--- src/rtl/lru_pkg.sv ---
// ---------------------------------------------------------------------------
// lru_pkg
// Sizes and types shared by the recency-ordered key list.
// ---------------------------------------------------------------------------
package lru_pkg;

	// Most keys the list can hold and the width of one stored key.
	localparam int MAX_ENTRIES = 16;
	localparam int KEY_BITS    = 32;

	// Field widths of the channels.
	localparam int FIELD_W = 32;
	localparam int OCC_W   = 5;
	localparam int CAP_W   = 5;

	// Capacity register value after reset.
	localparam logic [CAP_W-1:0] CAP_RESET = CAP_W'(16);

	// Slot index and key count widths.
	localparam int IDX_W = (MAX_ENTRIES > 1) ? $clog2(MAX_ENTRIES) : 1;
	localparam int CNT_W = $clog2(MAX_ENTRIES + 1);

	typedef logic [KEY_BITS-1:0] key_t;
	typedef logic [IDX_W-1:0]    idx_t;
	typedef logic [CNT_W-1:0]    cnt_t;

endpackage

--- src/rtl/lru_if.sv ---
// ---------------------------------------------------------------------------
// lru_if
// Valid/ready channels of the key list: access, result and configuration.
// ---------------------------------------------------------------------------
interface lru_req_if;
	logic                                  valid;
	logic                                  ready;
	logic signed [lru_pkg::FIELD_W-1:0]    access_key;

	modport source (output valid, output access_key, input ready);
	modport sink   (input valid, input access_key, output ready);
endinterface

interface lru_rsp_if;
	logic                                  valid;
	logic                                  ready;
	logic                                  hit;
	logic                                  evicted_valid;
	logic signed [lru_pkg::FIELD_W-1:0]    evicted_key;
	logic        [lru_pkg::OCC_W-1:0]      occupancy;

	modport source (output valid, output hit, output evicted_valid, output evicted_key,
		output occupancy, input ready);
	modport sink   (input valid, input hit, input evicted_valid, input evicted_key,
		input occupancy, output ready);
endinterface

interface lru_cfg_if;
	logic                                  valid;
	logic                                  ready;
	logic        [lru_pkg::CAP_W-1:0]      capacity;

	modport source (output valid, output capacity, input ready);
	modport sink   (input valid, input capacity, output ready);
endinterface

--- src/rtl/lru_cfg_reg.sv ---
// ---------------------------------------------------------------------------
// lru_cfg_reg
// Capacity register with the limit clamped to the range the list supports.
// ---------------------------------------------------------------------------
module lru_cfg_reg (
	input  logic             clk,
	input  logic             arst_n,
	lru_cfg_if.sink          cfg,
	output lru_pkg::cnt_t    eff_cap
);

	logic [lru_pkg::CAP_W-1:0] cap_q;

	// The register takes a write in any cycle.
	assign cfg.ready = 1'b1;

	always_ff @(posedge clk or negedge arst_n) begin
		if (!arst_n) begin
			cap_q <= lru_pkg::CAP_RESET;
		end else if (cfg.valid) begin
			cap_q <= cfg.capacity;
		end
	end

	// Zero behaves as one; values above the list size saturate.
	always_comb begin
		if (cap_q == '0) begin
			eff_cap = lru_pkg::CNT_W'(1);
		end else if (int'(cap_q) > lru_pkg::MAX_ENTRIES) begin
			eff_cap = lru_pkg::CNT_W'(lru_pkg::MAX_ENTRIES);
		end else begin
			eff_cap = lru_pkg::CNT_W'(cap_q);
		end
	end

endmodule

--- src/rtl/lru_key_list.sv ---
// ---------------------------------------------------------------------------
// lru_key_list
// Recency-ordered key list with hit detection and oldest-key eviction.
// ---------------------------------------------------------------------------
// Usage:
// An access beat on req carries one key. The block searches its list from the
// oldest slot upward with a single comparator, reading and then comparing one
// slot at a time, then closes the gap left by the hit or evicted key by moving
// one slot at a time, a read and then a write, through the key memory's read
// port and write port, and finally writes the key at the most recent end. One
// result beat then appears on rsp with hit, evicted_valid, evicted_key and
// occupancy. The block takes one access at a time: req.ready is high only while
// the sequencer is idle. A finished result sits in an output register, so the
// next access can be taken while the receiver stalls; if a second result is done
// before the first is taken, the sequencer holds it until rsp.ready.
// The cfg channel writes the capacity register in any cycle; it is meant to
// change only while no access is in flight.
// Reset empties the list and sets the capacity to sixteen. The key memory
// itself is not cleared, since only slots below the count are ever read.
// ---------------------------------------------------------------------------
module lru_key_list (
	input  logic     clk,
	input  logic     arst_n,
	lru_req_if.sink  req,
	lru_rsp_if.source rsp,
	lru_cfg_if.sink  cfg
);

	typedef enum logic [2:0] {
		ST_IDLE,
		ST_SRCH_RD,
		ST_SRCH_CMP,
		ST_MOVE_RD,
		ST_MOVE_WR,
		ST_APPEND,
		ST_DONE
	} state_t;

	state_t          state_q;
	lru_pkg::key_t   key_q;
	lru_pkg::key_t   first_q;
	lru_pkg::cnt_t   idx_q;
	lru_pkg::cnt_t   pos_q;
	lru_pkg::cnt_t   count_q;
	logic            hit_q;
	logic            evict_q;
	lru_pkg::cnt_t   eff_cap;

	// Output register of the result channel.
	logic                               rsp_valid_q;
	logic                               rsp_hit_q;
	logic                               rsp_ev_valid_q;
	logic signed [lru_pkg::FIELD_W-1:0] rsp_ev_key_q;
	logic        [lru_pkg::OCC_W-1:0]   rsp_occ_q;
	logic                               rsp_load;

	// Key memory: one read and one write port, read data registered.
	lru_pkg::key_t   mem [lru_pkg::MAX_ENTRIES];
	lru_pkg::key_t   rdata_q;
	lru_pkg::idx_t   mem_raddr;
	lru_pkg::idx_t   mem_waddr;
	lru_pkg::key_t   mem_wdata;
	logic            mem_we;

	// Helpers for the sequencer.
	lru_pkg::cnt_t   idx_next;
	lru_pkg::cnt_t   pos_next;
	lru_pkg::cnt_t   app_slot;
	logic            removed;

	lru_cfg_reg u_cfg (
		.clk     (clk),
		.arst_n  (arst_n),
		.cfg     (cfg),
		.eff_cap (eff_cap)
	);

	assign idx_next = idx_q + lru_pkg::CNT_W'(1);
	assign pos_next = pos_q + lru_pkg::CNT_W'(1);
	assign removed  = hit_q | evict_q;

	// After a removal the list is one short, so the new key fills the last
	// occupied slot; otherwise it goes just past the end.
	assign app_slot = removed ? (count_q - lru_pkg::CNT_W'(1)) : count_q;

	// The output register takes a new result once it is empty or being drained.
	assign rsp_load = (state_q == ST_DONE) && (!rsp_valid_q || rsp.ready);

	always_comb begin
		mem_raddr = idx_q[lru_pkg::IDX_W-1:0];
		mem_waddr = pos_q[lru_pkg::IDX_W-1:0];
		mem_wdata = rdata_q;
		mem_we    = 1'b0;
		unique case (state_q)
			ST_MOVE_RD: begin
				mem_raddr = pos_next[lru_pkg::IDX_W-1:0];
			end
			ST_MOVE_WR: begin
				mem_we = 1'b1;
			end
			ST_APPEND: begin
				mem_waddr = app_slot[lru_pkg::IDX_W-1:0];
				mem_wdata = key_q;
				mem_we    = 1'b1;
			end
			default: begin
			end
		endcase
	end

	always_ff @(posedge clk) begin
		if (mem_we) begin
			mem[mem_waddr] <= mem_wdata;
		end
		rdata_q <= mem[mem_raddr];
	end

	assign req.ready         = (state_q == ST_IDLE);
	assign rsp.valid         = rsp_valid_q;
	assign rsp.hit           = rsp_hit_q;
	assign rsp.evicted_valid = rsp_ev_valid_q;
	assign rsp.evicted_key   = rsp_ev_key_q;
	assign rsp.occupancy     = rsp_occ_q;

	always_ff @(posedge clk or negedge arst_n) begin
		if (!arst_n) begin
			state_q        <= ST_IDLE;
			key_q          <= '0;
			first_q        <= '0;
			count_q        <= '0;
			hit_q          <= 1'b0;
			evict_q        <= 1'b0;
			idx_q          <= '0;
			pos_q          <= '0;
			rsp_valid_q    <= 1'b0;
			rsp_hit_q      <= 1'b0;
			rsp_ev_valid_q <= 1'b0;
			rsp_ev_key_q   <= '0;
			rsp_occ_q      <= '0;
		end else begin
			if (rsp_load) begin
				rsp_valid_q <= 1'b1;
			end else if (rsp.ready) begin
				rsp_valid_q <= 1'b0;
			end
			unique case (state_q)
				ST_IDLE: begin
					if (req.valid) begin
						key_q   <= lru_pkg::key_t'(req.access_key);
						hit_q   <= 1'b0;
						evict_q <= 1'b0;
						idx_q   <= '0;
						// An empty list cannot hit and has nothing to evict.
						state_q <= (count_q == '0) ? ST_APPEND : ST_SRCH_RD;
					end
				end
				ST_SRCH_RD: begin
					state_q <= ST_SRCH_CMP;
				end
				ST_SRCH_CMP: begin
					// Keep the oldest key in case this access evicts it.
					if (idx_q == '0) begin
						first_q <= rdata_q;
					end
					if (rdata_q == key_q) begin
						hit_q   <= 1'b1;
						pos_q   <= idx_q;
						state_q <= ST_MOVE_RD;
					end else if (idx_next >= count_q) begin
						if (count_q >= eff_cap) begin
							evict_q <= 1'b1;
							pos_q   <= '0;
							state_q <= ST_MOVE_RD;
						end else begin
							state_q <= ST_APPEND;
						end
					end else begin
						idx_q   <= idx_next;
						state_q <= ST_SRCH_RD;
					end
				end
				ST_MOVE_RD: begin
					state_q <= (pos_next < count_q) ? ST_MOVE_WR : ST_APPEND;
				end
				ST_MOVE_WR: begin
					pos_q   <= pos_next;
					state_q <= ST_MOVE_RD;
				end
				ST_APPEND: begin
					if (!removed) begin
						count_q <= count_q + lru_pkg::CNT_W'(1);
					end
					state_q <= ST_DONE;
				end
				ST_DONE: begin
					if (rsp_load) begin
						rsp_hit_q      <= hit_q;
						rsp_ev_valid_q <= evict_q;
						rsp_ev_key_q   <= evict_q ? lru_pkg::FIELD_W'(first_q) : '0;
						rsp_occ_q      <= lru_pkg::OCC_W'(count_q);
						state_q        <= ST_IDLE;
					end
				end
				default: begin
					state_q <= ST_IDLE;
				end
			endcase
		end
	end

endmodule

--- src/flat_wrapper.sv ---
// flat-port wrapper written by rule: the top's interface ports become plain ports
module lru_key_list_flat 
  (clk, arst_n, req_valid, req_access_key, req_ready, rsp_valid, rsp_hit, rsp_evicted_valid, rsp_evicted_key, rsp_occupancy, rsp_ready, cfg_valid, cfg_capacity, cfg_ready);
  lru_req_if req_i ();
  lru_rsp_if rsp_i ();
  lru_cfg_if cfg_i ();
  input  logic clk;
  input  logic arst_n;
  input wire logic [$bits(req_i.valid)-1:0] req_valid;
  input wire logic [$bits(req_i.access_key)-1:0] req_access_key;
  output wire logic [$bits(req_i.ready)-1:0] req_ready;
  output wire logic [$bits(rsp_i.valid)-1:0] rsp_valid;
  output wire logic [$bits(rsp_i.hit)-1:0] rsp_hit;
  output wire logic [$bits(rsp_i.evicted_valid)-1:0] rsp_evicted_valid;
  output wire logic [$bits(rsp_i.evicted_key)-1:0] rsp_evicted_key;
  output wire logic [$bits(rsp_i.occupancy)-1:0] rsp_occupancy;
  input wire logic [$bits(rsp_i.ready)-1:0] rsp_ready;
  input wire logic [$bits(cfg_i.valid)-1:0] cfg_valid;
  input wire logic [$bits(cfg_i.capacity)-1:0] cfg_capacity;
  output wire logic [$bits(cfg_i.ready)-1:0] cfg_ready;
  assign req_i.valid = req_valid;
  assign req_i.access_key = req_access_key;
  assign req_ready = req_i.ready;
  assign rsp_valid = rsp_i.valid;
  assign rsp_hit = rsp_i.hit;
  assign rsp_evicted_valid = rsp_i.evicted_valid;
  assign rsp_evicted_key = rsp_i.evicted_key;
  assign rsp_occupancy = rsp_i.occupancy;
  assign rsp_i.ready = rsp_ready;
  assign cfg_i.valid = cfg_valid;
  assign cfg_i.capacity = cfg_capacity;
  assign cfg_ready = cfg_i.ready;
  lru_key_list u_core (.clk(clk), .arst_n(arst_n), .req(req_i), .rsp(rsp_i), .cfg(cfg_i));
endmodule
--- config.mk ---
export PLATFORM = sky130hd
export DESIGN_NAME = lru_key_list_flat
export DESIGN_NICKNAME = d
export VERILOG_FILES = /design/src/rtl/lru_pkg.sv /design/src/rtl/lru_if.sv /design/src/rtl/lru_cfg_reg.sv /design/src/rtl/lru_key_list.sv /design/src/flat_wrapper.sv
export SDC_FILE = /design/constraint.sdc
export NUM_CORES = 1
export LEC_CHECK = 0
export BUFFER_PORTS_ARGS = -buffer_cell sky130_fd_sc_hd__clkbuf_2
export CAP_MARGIN = 20
export CORE_MARGIN = 10
export CORE_UTILIZATION = 35
export DETAILED_ROUTE_END_ITERATION = 10
export HOLD_SLACK_MARGIN = 0.15
export PLACE_DENSITY_LB_ADDON = 0.3
export SYNTH_ARGS = -nofsm -noshare
export SYNTH_HDL_FRONTEND = slang
export SYNTH_SLANG_ARGS = --single-unit
--- constraint.sdc ---
create_clock -name clk -period 3.3 [get_ports clk]
set_input_delay 0.495 -clock clk [delete_from_list [all_inputs] [get_ports clk]]
set_output_delay 0.495 -clock clk [all_outputs]
set_load 0.005 [all_outputs]
==> impl_metrics.env <==
export IMPL_detail_route_vias_per_cell=5.081
export IMPL_ant_nets=0
export IMPL_cts_path_max_buffers=3
export IMPL_drv_cap=0
export IMPL_r2r_end="u_core.mem[12][26]"
export IMPL_design_power_total_mw=31.88
export IMPL_synth_seq_cells=673
export IMPL_cts_tree="yes"
export IMPL_finalHoldViolCount=0
export IMPL_floorplan_die_height_microns=299.8
export IMPL_grt_first_pass_wirelength_microns=104500
export IMPL_synth_avg_cell_area_sq_um=14.76
export IMPL_synth_common_cells="sky130_fd_sc_hd__edfxtp_1, sky130_fd_sc_hd__nand2_1, sky130_fd_sc_hd__mux2_2"
export IMPL_power_per_cell_area_nw_per_um2=991.5
export IMPL_slew_violations=0
export IMPL_crit_path_top_delay_cell="sky130_fd_sc_hd__dfrtp_1"
export IMPL_synth_edff_count=512
export IMPL_reg2reg_from="u_core.count_q[0]"
export IMPL_postRouteWirelength_microns=69200
export IMPL_ff2ff_path_depth=9
export IMPL_cts_resized_gates=0
export IMPL_clk_root_buffer_cell="sky130_fd_sc_hd__clkbuf_16"
export IMPL_fp_coreArea_sq_um=77470
export IMPL_clk_pin_slew_worst_paths_ns=0.07
export IMPL_design_final_nets=2081
export IMPL_synth_most_common_cell="sky130_fd_sc_hd__edfxtp_1"
export IMPL_worstHoldPathType="in2reg"
export IMPL_drt_wirelength_per_cell_microns=22.19
export IMPL_hold_end="u_core.u_cfg.cap_q[2]"
export IMPL_cp_top_family="simple AND/OR/NAND/NOR gates"
export IMPL_max_slew_margin_vs_limit=0.5601
export IMPL_synth_warnings=0
export IMPL_vdd_ir_drop_max_mv=0.4292
export IMPL_critPathCaptureType="flip-flop"
export IMPL_clock_sinks=673
export IMPL_timing_critical_path_slowest_cell_delay_ns=0.48
export IMPL_asyncSetResetFlopFracSynth=0.1917
export IMPL_drt_pass1_iter_count=5
export IMPL_mappedNetlistNets=1918
export IMPL_outcome="completed"
export IMPL_placement_setup_worst_slack_ns=0.4684
export IMPL_timing_final_crit_share=0.8632
export IMPL_rsz_0062_raised_after_global_routing="no"
export IMPL_post_syn_area_sq_um=27390
export IMPL_tightestPinTransition_ns=0.6548
export IMPL_crit_path_max_fanout=19
export IMPL_area_of_the_die_sq_um=89850
export IMPL_synth_flop_cell="sky130_fd_sc_hd__edfxtp_1"
export IMPL_via_count=15843
export IMPL_cts_max_level=3
export IMPL_syn2layout_area_growth_pct=17.38
export IMPL_num_antenna_cells=0
export IMPL_cellLeakagePower_nw=12.33
export IMPL_synthTopCellsByArea="sky130_fd_sc_hd__edfxtp_1, sky130_fd_sc_hd__dfrtp_1, sky130_fd_sc_hd__mux2_2"
export IMPL_clk_insertion_delay_late_ns=0.61
export IMPL_timing_critical_path_cells="inv_1 -> ha_1 -> o21ai_0 -> o311a_1 -> a21oi_1 -> nor2b_1 -> nand2_1 -> nor2_4 -> buf_4"
export IMPL_core_rowCount=102
export IMPL_drive_gt1_frac=0.2021
export IMPL_layout_setup_ws_ns=0.4514
export IMPL_yosys_area_top_type="sky130_fd_sc_hd__edfxtp_1"
export IMPL_final_util=0.4150
export IMPL_global_route_congestion_overflow_total=0
export IMPL_synth_sequential_area_ratio=0.7026
export IMPL_worstSetupPathType="reg2reg"
export IMPL_min_path_cells=2
export IMPL_hpwl_microns=43950
export IMPL_number_of_drc_markers_after_the_initial_detailed_route_iteration=1360
export IMPL_initial_standard_cell_utilization_of_the_core=0.3536
export IMPL_groute_usage_overall=0.1531
export IMPL_fill_cells=7043
export IMPL_critical_path_buf_inv_count=2
export IMPL_ff2ff_setup_slack_ns=0.45
export IMPL_crit_arrival_ns=3.10
export IMPL_grt_pass1_vias=16203
export IMPL_crit_path_start_kind="flip-flop"
export IMPL_report_final_setup_viol=0
export IMPL_critPathRequiredTime_ns=3.55
export IMPL_skew_ns=0.03378
export IMPL_antenna_found_initial=2
export IMPL_final_min_clock_period_ns=2.849
export IMPL_synth_top_area_share=0.5613
export IMPL_io_buffer_count=82
export IMPL_io_pins=84
export IMPL_cts_made_buffers=72
export IMPL_gp_routability_congestion=0.8212
export IMPL_maxClockFrequency_mhz=351.0
export IMPL_grt_max_degree=81
export IMPL_start_point_of_the_worst_hold_path="cfg_valid"
export IMPL_final_setup_tns_ns=0
export IMPL_yosysUniqueCellTypes=51
export IMPL_die_w_microns=299.8
export IMPL_route_detailed_drc=0
export IMPL_syn_inst=1856
## placed cells by master (no fill, tap or decap), drive strengths merged, types with 6 or more instances in the layout
cell | Yosys | routed
o211ai | 129 | 129
dlygate4sd3 | 0 | 38
clkinv | 0 | 25
nand2 | 344 | 344
nor3 | 7 | 7
inv | 13 | 17
nor2 | 35 | 35
nor4 | 10 | 10
a21oi | 6 | 6
nand4 | 38 | 38
nand2b | 6 | 6
xnor2 | 9 | 9
dfxtp | 32 | 32
buf | 40 | 71
xor2 | 33 | 33
o21ai | 23 | 23
ha | 20 | 20
mux2 | 199 | 199
clkbuf | 61 | 183
mux2i | 131 | 131
edfxtp | 512 | 512
nand3 | 37 | 37
dfrtp | 128 | 128
## area by class of cell
class                           count  area (sq um)  share of cell area
Timing Repair Buffer              190          1548             0.04814
Sequential cell                   673         19240              0.5986
Tap cell                         1040          1301             0.04047
Clock buffer                      102          2038             0.06340
Inverter                           13         48.80            0.001518
Multi-Input combinational cell   1069          7784              0.2421
Clock inverter                     31         186.4            0.005799
## layer usage
| layer | wire [microns] | GRT usage | vias up |
|---|---|---|---|
| li1 | - | - | 7253 |
| met1 | 31980 | 0.2182 | 8011 |
| met2 | 30890 | 0.2346 | 479 |
| met3 | 4805 | 0.02846 | 100 |
| met4 | 1527 | 0.04727 | 0 |
| met5 | 0 | 0 | - |
## worst register-to-register path: cells and delay by family, from the launching register on
| kind | cells | cell delay (ns) |
|---|---|---|
| AO/OA/AOI/OAI | 3 | 0.43 |
| flip-flops | 1 | 0.48 |
| buffers and inverters | 2 | 0.53 |
| AND/OR/NAND/NOR | 3 | 0.72 |
| adder cells (fa/ha/maj) | 1 | 0.33 |
## power breakdown
part	switching, mW	leakage, nW	internal, mW
sequential	1.30	6.53	12.1
combinational	6.96	4.69	3.96
clock	3.19	1.10	4.39
## worst max-delay path by stage
stage | cells past startpoint | to | from | slack [ns]
after floorplan | 8 | u_core.mem[12][0] | u_core.count_q[0] | 0.04
after global placement | 9 | u_core.mem[12][0] | u_core.count_q[0] | 0.52
after detailed placement | 9 | u_core.mem[12][0] | u_core.count_q[0] | 0.47
after CTS | 9 | u_core.mem[12][29] | u_core.count_q[0] | 0.44
after global routing | 9 | u_core.mem[12][26] | u_core.count_q[0] | 0.29
final | 9 | u_core.mem[12][26] | u_core.count_q[0] | 0.45
## state kept, by name, summed over array words and instances (netlist names)
name / flops
u_core.evict_q: 1
u_core.mem: 512
u_core.key_q: 32
u_core.rsp.occupancy: 5
u_core.pos_q: 5
u_core.first_q: 32
u_core.count_q: 5
u_core.state_q: 3
u_core.u_cfg.cap_q: 5
u_core.rsp.hit: 1
u_core.rdata_q: 32
u_core.hit_q: 1
u_core.rsp.evicted_valid: 1
u_core.rsp.valid: 1
u_core.idx_q: 5
u_core.rsp.evicted_key: 32
## what timing repair did
action	in CTS	in global routing
hold buffers	38	0
buffers inserted	0	0
endpoints found under the hold margin	87	0
## per-stage QoR
stage                     instance area, sq um  hold slack, ns  cells
final                                    32150          0.2334   3118
after global routing                     32150          0.2359   3118
after CTS                                32150          0.1968   3118
after detailed placement                 29550          0.4582   2947
after global placement                   29550          0.4524   2947
after floorplan                          27390          0.1994   1856
## logic make-up after synthesis
| family | share of synthesized area |
|---|---|
| other | 0.0001369 |
| xor gates and xnor gates | 0.01343 |
| and+or+nand+nor | 0.07532 |
| muxes | 0.1298 |
| adders and majority gates | 0.009136 |
| DFF | 0.7026 |
| buffers and inverters | 0.02005 |
| AOI/OAI and AO/OA | 0.04952 |
Power figures use the tool's default switching activity.
